$ cat src/rtl/adts_fs_pkg.sv
package adts_fs_pkg;

    // Header geometry
    localparam int HDR_BITS = 56;
    localparam logic [11:0] SYNC_WORD = 12'hFFF;
    localparam logic [12:0] HDR_LEN = 13'd7;
    localparam logic [2:0] HDR_LAST_POS = 3'd6;

    // Result field widths
    localparam int OUT_COUNT_BITS = 20;
    localparam int OUT_OFFSET_BITS = 32;
    localparam int TARGET_BITS = 20;

    // Register map (word index)
    localparam logic REG_TARGET_FRAME = 1'b0;

    typedef enum logic [1:0] {
        KIND_HEADER   = 2'd0,
        KIND_SYNC_ERR = 2'd1,
        KIND_LEN_ERR  = 2'd2,
        KIND_SUMMARY  = 2'd3
    } kind_t;

    // One result record as it moves from front end to back end
    typedef struct packed {
        kind_t                        kind;
        logic [HDR_BITS-1:0]          hdr;
        logic [OUT_COUNT_BITS-1:0]    count;
        logic [OUT_OFFSET_BITS-1:0]   offset;
        logic                         hit;
    } evt_t;

    // Header field extraction
    function automatic logic [11:0] hdr_sync(input logic [HDR_BITS-1:0] h);
        return h[55:44];
    endfunction

    function automatic logic [12:0] hdr_flen(input logic [HDR_BITS-1:0] h);
        return h[25:13];
    endfunction

endpackage

$ cat src/rtl/adts_frame_scanner_unit.sv
// ADTS frame scanner. Takes one stream byte per clock on the input channel and
// gathers 7-byte ADTS headers, checks the 0xFFF sync word, skips each frame's
// remaining frame_size - 7 bytes and keeps a frame count and byte offset.
// Each complete header gives one result (kind 0 parsed, 1 sync error, 2 length
// error); after an error, bytes are dropped until the end marker, which gives
// a kind 3 summary and clears the stream state (target_frame is kept).
// Sustained rate is one byte per clock; a result enters the queue with the
// byte that completes it and moves on to the output register. A two-entry queue
// sits between the byte parser and the output register, so input bytes keep
// flowing while results wait to be taken; the input stalls only while the
// output register and both queue entries are occupied.
// target_frame is at APB byte address 0.
module adts_frame_scanner_unit
    import adts_fs_pkg::*;
#(
    parameter int COUNT_BITS  = 20,
    parameter int OFFSET_BITS = 32
)
(
    input  logic                       clk,
    input  logic                       rst_n,
    // APB configuration
    input  logic                       psel,
    input  logic                       penable,
    input  logic                       pwrite,
    input  logic [2:0]                 paddr,
    input  logic [31:0]                pwdata,
    output logic [31:0]                prdata,
    output logic                       pready,
    // byte stream
    input  logic                       in_valid,
    output logic                       in_ready,
    input  logic [7:0]                 data_byte,
    input  logic                       end_marker,
    // results
    output logic                       out_valid,
    input  logic                       out_ready,
    output logic [1:0]                 kind,
    output logic                       mpeg_version,
    output logic [1:0]                 profile,
    output logic [3:0]                 rate_index,
    output logic [2:0]                 channel_config,
    output logic                       crc_absent,
    output logic [12:0]                frame_size,
    output logic [10:0]                buffer_fullness,
    output logic [1:0]                 raw_blocks,
    output logic [OUT_COUNT_BITS-1:0]  frame_count,
    output logic [OUT_OFFSET_BITS-1:0] end_offset,
    output logic                       target_hit
);

    logic [TARGET_BITS-1:0] target_reg;
    logic                   cfg_wr;
    logic                   q_full;
    logic                   q_push;
    logic                   q_pop;
    logic                   q_not_empty;
    evt_t                   push_evt;
    evt_t                   pop_evt;

    // Configuration register
    assign pready = 1'b1;
    assign cfg_wr = psel && penable && pwrite && pready && (paddr[2] == REG_TARGET_FRAME);

    always_ff @(posedge clk or negedge rst_n)
    begin
        if (!rst_n)
        begin
            target_reg <= '0;
        end
        else if (cfg_wr)
        begin
            target_reg <= pwdata[TARGET_BITS-1:0];
        end
    end

    always_comb
    begin
        prdata = '0;
        if (paddr[2] == REG_TARGET_FRAME)
        begin
            prdata = {{(32-TARGET_BITS){1'b0}}, target_reg};
        end
    end

    adts_fs_front #(
        .COUNT_BITS  (COUNT_BITS),
        .OFFSET_BITS (OFFSET_BITS)
    ) u_front (
        .clk          (clk),
        .rst_n        (rst_n),
        .in_valid     (in_valid),
        .in_ready     (in_ready),
        .data_byte    (data_byte),
        .end_marker   (end_marker),
        .target_frame (target_reg),
        .q_full       (q_full),
        .push         (q_push),
        .push_evt     (push_evt)
    );

    adts_fs_queue u_queue (
        .clk       (clk),
        .rst_n     (rst_n),
        .push      (q_push),
        .push_evt  (push_evt),
        .full      (q_full),
        .pop       (q_pop),
        .not_empty (q_not_empty),
        .pop_evt   (pop_evt)
    );

    adts_fs_back u_back (
        .clk             (clk),
        .rst_n           (rst_n),
        .q_not_empty     (q_not_empty),
        .q_evt           (pop_evt),
        .pop             (q_pop),
        .out_valid       (out_valid),
        .out_ready       (out_ready),
        .kind            (kind),
        .mpeg_version    (mpeg_version),
        .profile         (profile),
        .rate_index      (rate_index),
        .channel_config  (channel_config),
        .crc_absent      (crc_absent),
        .frame_size      (frame_size),
        .buffer_fullness (buffer_fullness),
        .raw_blocks      (raw_blocks),
        .frame_count     (frame_count),
        .end_offset      (end_offset),
        .target_hit      (target_hit)
    );

endmodule

$ cat src/rtl/adts_fs_queue.sv
module adts_fs_queue
    import adts_fs_pkg::*;
(
    input  logic clk,
    input  logic rst_n,
    input  logic push,
    input  evt_t push_evt,
    output logic full,
    input  logic pop,
    output logic not_empty,
    output evt_t pop_evt
);

    evt_t       slot_reg [2];
    logic       wr_ptr_reg;
    logic       rd_ptr_reg;
    logic [1:0] count_reg;
    logic [1:0] count_next;

    assign full      = (count_reg == 2'd2);
    assign not_empty = (count_reg != 2'd0);
    assign pop_evt   = slot_reg[rd_ptr_reg];

    // Occupancy update
    always_comb
    begin
        count_next = count_reg;
        if (push && !pop)
        begin
            count_next = count_reg + 2'd1;
        end
        else if (pop && !push)
        begin
            count_next = count_reg - 2'd1;
        end
    end

    // Pointers and count
    always_ff @(posedge clk or negedge rst_n)
    begin
        if (!rst_n)
        begin
            wr_ptr_reg <= 1'b0;
            rd_ptr_reg <= 1'b0;
            count_reg  <= 2'd0;
        end
        else
        begin
            if (push)
            begin
                wr_ptr_reg <= ~wr_ptr_reg;
            end
            if (pop)
            begin
                rd_ptr_reg <= ~rd_ptr_reg;
            end
            count_reg <= count_next;
        end
    end

    // Storage
    always_ff @(posedge clk)
    begin
        if (push)
        begin
            slot_reg[wr_ptr_reg] <= push_evt;
        end
    end

endmodule

$ cat src/rtl/adts_fs_front.sv
module adts_fs_front
    import adts_fs_pkg::*;
#(
    parameter int COUNT_BITS  = 20,
    parameter int OFFSET_BITS = 32
)
(
    input  logic                   clk,
    input  logic                   rst_n,
    input  logic                   in_valid,
    output logic                   in_ready,
    input  logic [7:0]             data_byte,
    input  logic                   end_marker,
    input  logic [TARGET_BITS-1:0] target_frame,
    input  logic                   q_full,
    output logic                   push,
    output evt_t                   push_evt
);

    localparam int CW = (COUNT_BITS > OUT_COUNT_BITS) ? COUNT_BITS : OUT_COUNT_BITS;
    localparam int TW = (CW > TARGET_BITS) ? CW : TARGET_BITS;
    localparam int OW = (OFFSET_BITS > OUT_OFFSET_BITS) ? OFFSET_BITS : OUT_OFFSET_BITS;

    logic [47:0]            hdr_reg;
    logic [47:0]            hdr_next;
    logic [2:0]             pos_reg;
    logic [2:0]             pos_next;
    logic [12:0]            skip_reg;
    logic [12:0]            skip_next;
    logic [COUNT_BITS-1:0]  frames_reg;
    logic [COUNT_BITS-1:0]  frames_next;
    logic [OFFSET_BITS-1:0] offset_reg;
    logic [OFFSET_BITS-1:0] offset_next;
    logic                   halted_reg;
    logic                   halted_next;

    logic                   accept;
    logic [HDR_BITS-1:0]    full_hdr;
    logic [12:0]            flen;
    logic [COUNT_BITS-1:0]  frames_inc;
    logic [OFFSET_BITS-1:0] offset_add;
    logic [CW-1:0]          cnt_old_ext;
    logic [CW-1:0]          cnt_new_ext;
    logic [OW-1:0]          off_old_ext;
    logic [OW-1:0]          off_new_ext;
    logic                   hit_new;
    kind_t                  hdr_kind;

    assign in_ready = !q_full;
    assign accept   = in_valid && in_ready;

    // Header word with the current byte shifted in
    assign full_hdr   = {hdr_reg, data_byte};
    assign flen       = hdr_flen(full_hdr);
    assign frames_inc = frames_reg + {{(COUNT_BITS-1){1'b0}}, 1'b1};
    assign offset_add = offset_reg + {{(OFFSET_BITS-13){1'b0}}, flen};

    // Counters as seen on the result fields
    assign cnt_old_ext = CW'(frames_reg);
    assign cnt_new_ext = CW'(frames_inc);
    assign off_old_ext = OW'(offset_reg);
    assign off_new_ext = OW'(offset_add);
    assign hit_new     = (target_frame != '0) && (TW'(frames_inc) == TW'(target_frame));

    // Header classification
    always_comb
    begin
        if (hdr_sync(full_hdr) != SYNC_WORD)
        begin
            hdr_kind = KIND_SYNC_ERR;
        end
        else if (flen < HDR_LEN)
        begin
            hdr_kind = KIND_LEN_ERR;
        end
        else
        begin
            hdr_kind = KIND_HEADER;
        end
    end

    // Per-byte state update and result record
    always_comb
    begin
        hdr_next    = hdr_reg;
        pos_next    = pos_reg;
        skip_next   = skip_reg;
        frames_next = frames_reg;
        offset_next = offset_reg;
        halted_next = halted_reg;
        push        = 1'b0;
        push_evt    = '0;

        if (accept)
        begin
            if (end_marker)
            begin
                push            = 1'b1;
                push_evt.kind   = KIND_SUMMARY;
                push_evt.count  = cnt_old_ext[OUT_COUNT_BITS-1:0];
                push_evt.offset = off_old_ext[OUT_OFFSET_BITS-1:0];
                hdr_next        = '0;
                pos_next        = '0;
                skip_next       = '0;
                frames_next     = '0;
                offset_next     = '0;
                halted_next     = 1'b0;
            end
            else if (halted_reg)
            begin
                // dropped until end of stream
            end
            else if (skip_reg != '0)
            begin
                skip_next = skip_reg - 13'd1;
            end
            else
            begin
                hdr_next = full_hdr[47:0];
                if (pos_reg != HDR_LAST_POS)
                begin
                    pos_next = pos_reg + 3'd1;
                end
                else
                begin
                    pos_next      = '0;
                    push          = 1'b1;
                    push_evt.kind = hdr_kind;
                    push_evt.hdr  = full_hdr;
                    if (hdr_kind == KIND_HEADER)
                    begin
                        frames_next     = frames_inc;
                        offset_next     = offset_add;
                        skip_next       = flen - HDR_LEN;
                        push_evt.count  = cnt_new_ext[OUT_COUNT_BITS-1:0];
                        push_evt.offset = off_new_ext[OUT_OFFSET_BITS-1:0];
                        push_evt.hit    = hit_new;
                    end
                    else
                    begin
                        halted_next     = 1'b1;
                        push_evt.count  = cnt_old_ext[OUT_COUNT_BITS-1:0];
                        push_evt.offset = off_old_ext[OUT_OFFSET_BITS-1:0];
                    end
                end
            end
        end
    end

    // Stream state
    always_ff @(posedge clk or negedge rst_n)
    begin
        if (!rst_n)
        begin
            hdr_reg    <= '0;
            pos_reg    <= '0;
            skip_reg   <= '0;
            frames_reg <= '0;
            offset_reg <= '0;
            halted_reg <= 1'b0;
        end
        else
        begin
            hdr_reg    <= hdr_next;
            pos_reg    <= pos_next;
            skip_reg   <= skip_next;
            frames_reg <= frames_next;
            offset_reg <= offset_next;
            halted_reg <= halted_next;
        end
    end

endmodule

$ cat src/rtl/adts_fs_back.sv
module adts_fs_back
    import adts_fs_pkg::*;
(
    input  logic                       clk,
    input  logic                       rst_n,
    input  logic                       q_not_empty,
    input  evt_t                       q_evt,
    output logic                       pop,
    output logic                       out_valid,
    input  logic                       out_ready,
    output logic [1:0]                 kind,
    output logic                       mpeg_version,
    output logic [1:0]                 profile,
    output logic [3:0]                 rate_index,
    output logic [2:0]                 channel_config,
    output logic                       crc_absent,
    output logic [12:0]                frame_size,
    output logic [10:0]                buffer_fullness,
    output logic [1:0]                 raw_blocks,
    output logic [OUT_COUNT_BITS-1:0]  frame_count,
    output logic [OUT_OFFSET_BITS-1:0] end_offset,
    output logic                       target_hit
);

    evt_t out_reg;
    logic out_valid_reg;
    logic load;

    // Output register refills whenever it is empty or being drained
    assign load = !out_valid_reg || out_ready;
    assign pop  = load && q_not_empty;

    always_ff @(posedge clk or negedge rst_n)
    begin
        if (!rst_n)
        begin
            out_valid_reg <= 1'b0;
        end
        else if (load)
        begin
            out_valid_reg <= q_not_empty;
        end
    end

    always_ff @(posedge clk)
    begin
        if (pop)
        begin
            out_reg <= q_evt;
        end
    end

    // Unpack header fields
    assign out_valid       = out_valid_reg;
    assign kind            = out_reg.kind;
    assign mpeg_version    = out_reg.hdr[43];
    assign profile         = out_reg.hdr[39:38];
    assign rate_index      = out_reg.hdr[37:34];
    assign channel_config  = out_reg.hdr[32:30];
    assign crc_absent      = out_reg.hdr[40];
    assign frame_size      = hdr_flen(out_reg.hdr);
    assign buffer_fullness = out_reg.hdr[12:2];
    assign raw_blocks      = out_reg.hdr[1:0];
    assign frame_count     = out_reg.count;
    assign end_offset      = out_reg.offset;
    assign target_hit      = out_reg.hit;

endmodule
$ cat config.mk
export PLATFORM = sky130hd
export DESIGN_NAME = adts_frame_scanner_unit
export DESIGN_NICKNAME = d
export VERILOG_FILES = /design/src/rtl/adts_fs_pkg.sv /design/src/rtl/adts_frame_scanner_unit.sv /design/src/rtl/adts_fs_queue.sv /design/src/rtl/adts_fs_front.sv /design/src/rtl/adts_fs_back.sv
export SDC_FILE = /design/constraint.sdc
export NUM_CORES = 1
export LEC_CHECK = 0
export ABC_AREA = 1
export BUFFER_PORTS_ARGS = -buffer_cell sky130_fd_sc_hd__buf_2
export CAP_MARGIN = 20
export CORE_ASPECT_RATIO = 1.2
export CORE_MARGIN = 2
export CORE_UTILIZATION = 25
export CTS_CLUSTER_DIAMETER = 80
export DETAILED_ROUTE_END_ITERATION = 6
export HOLD_SLACK_MARGIN = 0.02
export SYNTH_ARGS = -nofsm -noshare
export SYNTH_HDL_FRONTEND = slang
export SYNTH_SLANG_ARGS = --single-unit
$ cat constraint.sdc
create_clock -name clk -period 6.1 [get_ports clk]
set_clock_uncertainty 0.15 [all_clocks]
set_input_delay 0.305 -clock clk [delete_from_list [all_inputs] [get_ports clk]]
set_output_delay 0.305 -clock clk [all_outputs]
set_load 0.05 [all_outputs]
==> run summary <==
Buffers added to address setup during post-CTS repair amount to 0. Yosys printed 0 warnings. The routed design uses 25,500 um of met2 wire. For this run, the detailed router's first-pass iteration total came to 6.

The number of gates resized after CTS was 0. The tools report the effective utilization at floorplan as 0.253. Portion of synthesized cell area occupied by the leading cell type: 0.428. For this run the aggregate overflow at the end of global routing stands at 0. Traced cell by cell, the critical path runs through inv_1, ha_1, nand2_2, nor2_4, nand2_2, nor2_4, nand4_2, nand2_2, nand2_4, nor2_4, buf_4.

The detail route stage leaves a number of antenna-violating nets equal to 0. Timing would allow up to 264 MHz. The top flip-flop cell by instance count after synthesis was edfxtp_1.

The actual transition at the worst max-transition pin was 1.11 ns. The proportion of layout cells with a drive suffix above 1 was 0.162. The slowest stage of the critical path belongs to the cell nor2_4. After detailed routing, the wire length on met1 is 21,600 um. The min-delay analysis places its worst path in the category in2async. The count of boundary I/O pins was 178; the period utilization was 0.621. Summing every instance area after synthesis gives 19,400 um^2. Number of fill cells: 7,896. Setup repair after global routing left no endpoint under its margin. Number of max-slew violations in the final report: 0. Detailed routing inserted a total of 13,732 vias. For the maximum level of the CTS H-tree, the log shows 2. The floorplan step defined a core boundary enclosing 76,500 um^2.

The area taken by flip-flops and latches is 11,800 um^2. In this run, synthesis inferred 276 flip-flops with an integrated enable. The kind of end point of the critical path was a flop.

Setup violations remaining at the end of the flow were counted as 0. The number of placed instances with taps included is 3,045. The tightest slew margin relative to the limit is 0.257, and the sequential-to-total area share from yosys stat is 0.612. The number of sinks on the clock net came out at 418. The area growth from synthesis to layout is 18.3%. The run finished with clean final reports. The number of design-rule violations left by the first detailed-router iteration is 829. The worst-case IR drop observed on VDD is 0.000252 V.

Routed length per instance: 16.1 um. STA classifies the critical path startpoint as a flop. The multi-input combinational cells in the finished layout cover a total of 6310 um^2. edfxtp_1 takes more of the synthesized area than any other cell. The mean number of vias per cell was 4.35. Averaged over all synthesized cells, the footprint is 10.0 um^2.

TritonCTS built the clock tree. STA puts the critical path data arrival time at 3.87 ns. Summed over all nets, wire length on met3 after detailed routing comes to 1840 um. At the worst endpoint, the required time is 6.17 ns.

In the final design database the tool counted 2,173 nets. In the post-synthesis netlist, the biggest area contributors are edfxtp_1, dfrtp_1, nand2_1, inv_1, nor2_1. Max-cap check violation count: 0.

The run gives 2.31 ns as the final worst-path setup slack. In this run, post-CTS hold repair placed 30 buffers. The CTS root buffer was clkbuf_16. Proportion of synthesized flip-flops having asynchronous set or reset: 0.340.

For the worst-skew pair, the clock arrives at the later sink with an insertion delay of 0.58 ns. The first global-routing pass estimated 77,800 um of wire. Across all register-to-register paths, the minimum setup slack is 2.31 ns.

Of all nets on the critical path, the largest fanout is 32. The chip width is 258 um, and the routed wire length is 50,900 um. Measured along the y axis, the die boundary spans 309 um.

After synthesis, the netlist uses 46 different library cells. After layout, the minimum clock period comes to 3.79 ns. The count of cells in the finished layout, fillers not included, comes to 3,158.

For the aggregate global-route resource usage, the log shows 0.126. In this run, CTS created clock tree buffers numbering 44. For the number of instances in the synthesized netlist, the log shows 1,934.

The total count of hold-check failures in the final report came out at 0. After detailed routing, the number of remaining DRC violations is 0. The critical path is of the reg2reg type.

After clock tree synthesis, the clock-pin slew on the worst setup and hold paths is 0.07 ns. The highest layer touched by signal routing is met5. The power density over the cells is 465 nW/um^2, and the reported leakage power is 9.52 nW. At the end of routability-driven placement, the weighted congestion stood at 0.871.

The number of global-route vias before repair is 13,374, and the number of synthesized register bits is 418. The total negative slack is 0 ns, and the worst-case setup slack after placement is 2.22 ns. The logs give 1 for the number of antenna violations at the first check in global routing and 34,600 um for the final HPWL from detailed placement. In this design, the stage delay of the slowest critical-path cell is 0.88 ns.

In this run the tool buffered the top-level ports with 150 buffer cells. The run gives 86 as the largest net degree at the start of global routing. The die covers 79,700 um^2.

Summing internal, switching and leakage power gives 10.6 mW. The number of buffers on the longest clock path was 3; the number of standard-cell rows in the floorplan was 111. The flip-flop count of the largest register after layout is 184.
==> power by group <==
part | leakage (nW) | internal, mW | switching [mW]
Combinational | 4.27 | 0.792 | 2.82
Sequential | 4.53 | 3.88 | 0.372
Clock | 0.728 | 1.61 | 1.18
==> cells in the mapped netlist, types with 5 or more instances <==
cell,number
buf_2,15
o21ai_0,97
xor2_1,35
buf_4,16
buf_6,10
a211oi_1,12
buf_1,5
inv_2,11
a21oi_1,85
ha_1,17
nand3_1,68
xnor2_1,5
nand4_1,22
o22ai_1,49
nand2_1,556
nor2_1,142
nor3_2,38
inv_1,194
clkbuf_1,33
o22ai_2,26
nand2_2,7
nor3_1,20
dfrtp_1,142
edfxtp_1,276
o21ai_1,11
nand2_4,5
==> layout make-up <==
cell class,instances,share of cell area
tap,1017,0.0556
inverter,208,0.0345
multi-input combinational,1238,0.276
clock inverter,25,0.0124
clock buffer,57,0.0533
antenna,1,0.000109
timing repair buffer,194,0.0513
sequential,418,0.517
==> metrics by stage <==
step	hold WS (ns)	utilization	instance area (um^2)
2_1_floorplan	-0.141	-	19400
3_3_place_gp	0.290	0.276	21100
3_5_place_dp	0.302	0.276	21100
4_1_cts	0.174	0.299	22900
5_1_grt	0.244	0.299	22900
6_report	0.192	0.299	22900
==> per-layer routing <==
layer	up-vias	track usage
met5	-	0
li1	6800	-
met2	283	0.222
met1	6548	0.151
met3	99	0.0181
met4	2	0.0574
==> critical path, delay by kind of cell (launching register included) <==
family,cells,cell delay [ns]
adders and majority gates,1,0.26
DFF,1,0.36
and+or+nand+nor,8,2.04
buffers and inverters,2,0.62
==> cell families (layout without fill, tap and decap cells) <==
kind of cell,count (synthesis),after routing,share of synthesized area
adders and majority gates,18,18,0.0120
DFF,418,418,0.612
xor gates and xnor gates,40,40,0.0181
AOI/OAI and AO/OA,293,293,0.0931
buffers and inverters,289,484,0.0662
and+or+nand+nor,874,874,0.199
other,2,14,0.000388
==> layout by cell type (no fill, tap or decap), types with 35 or more instances in the layout <==
| master | count |
|---|---|
| o22ai_1 | 49 |
| nand3_1 | 68 |
| clkbuf_16 | 45 |
| o21ai_0 | 97 |
| nor3_2 | 38 |
| inv_1 | 192 |
| dfrtp_1 | 141 |
| a21oi_1 | 84 |
| edfxtp_1 | 276 |
| xor2_1 | 35 |
| nor2_1 | 140 |
| nand2_1 | 556 |
| buf_2 | 149 |
==> worst paths after layout <==
kind                                                            end  depth (start not counted)                             from
min in group clk                         target_reg[13]$_DFFE_PN0P_                          5                          penable
worst max-delay path              u_queue.slot_reg[1][25]$_DFFE_PP_                         11  u_front.skip_reg[0]$_DFFE_PN0P_
worst max register to register    u_queue.slot_reg[1][25]$_DFFE_PP_                         11  u_front.skip_reg[0]$_DFFE_PN0P_
worst min register to register      u_front.hdr_reg[43]$_DFFE_PN0P_                          2  u_front.hdr_reg[43]$_DFFE_PN0P_
worst min-delay path                 u_front.hdr_reg[1]$_DFFE_PN0P_                          2                            rst_n
max in group asynchronous       u_front.off_old_ext[19]$_DFFE_PN0P_                          3                            rst_n
Power figures use the tool's default switching activity.
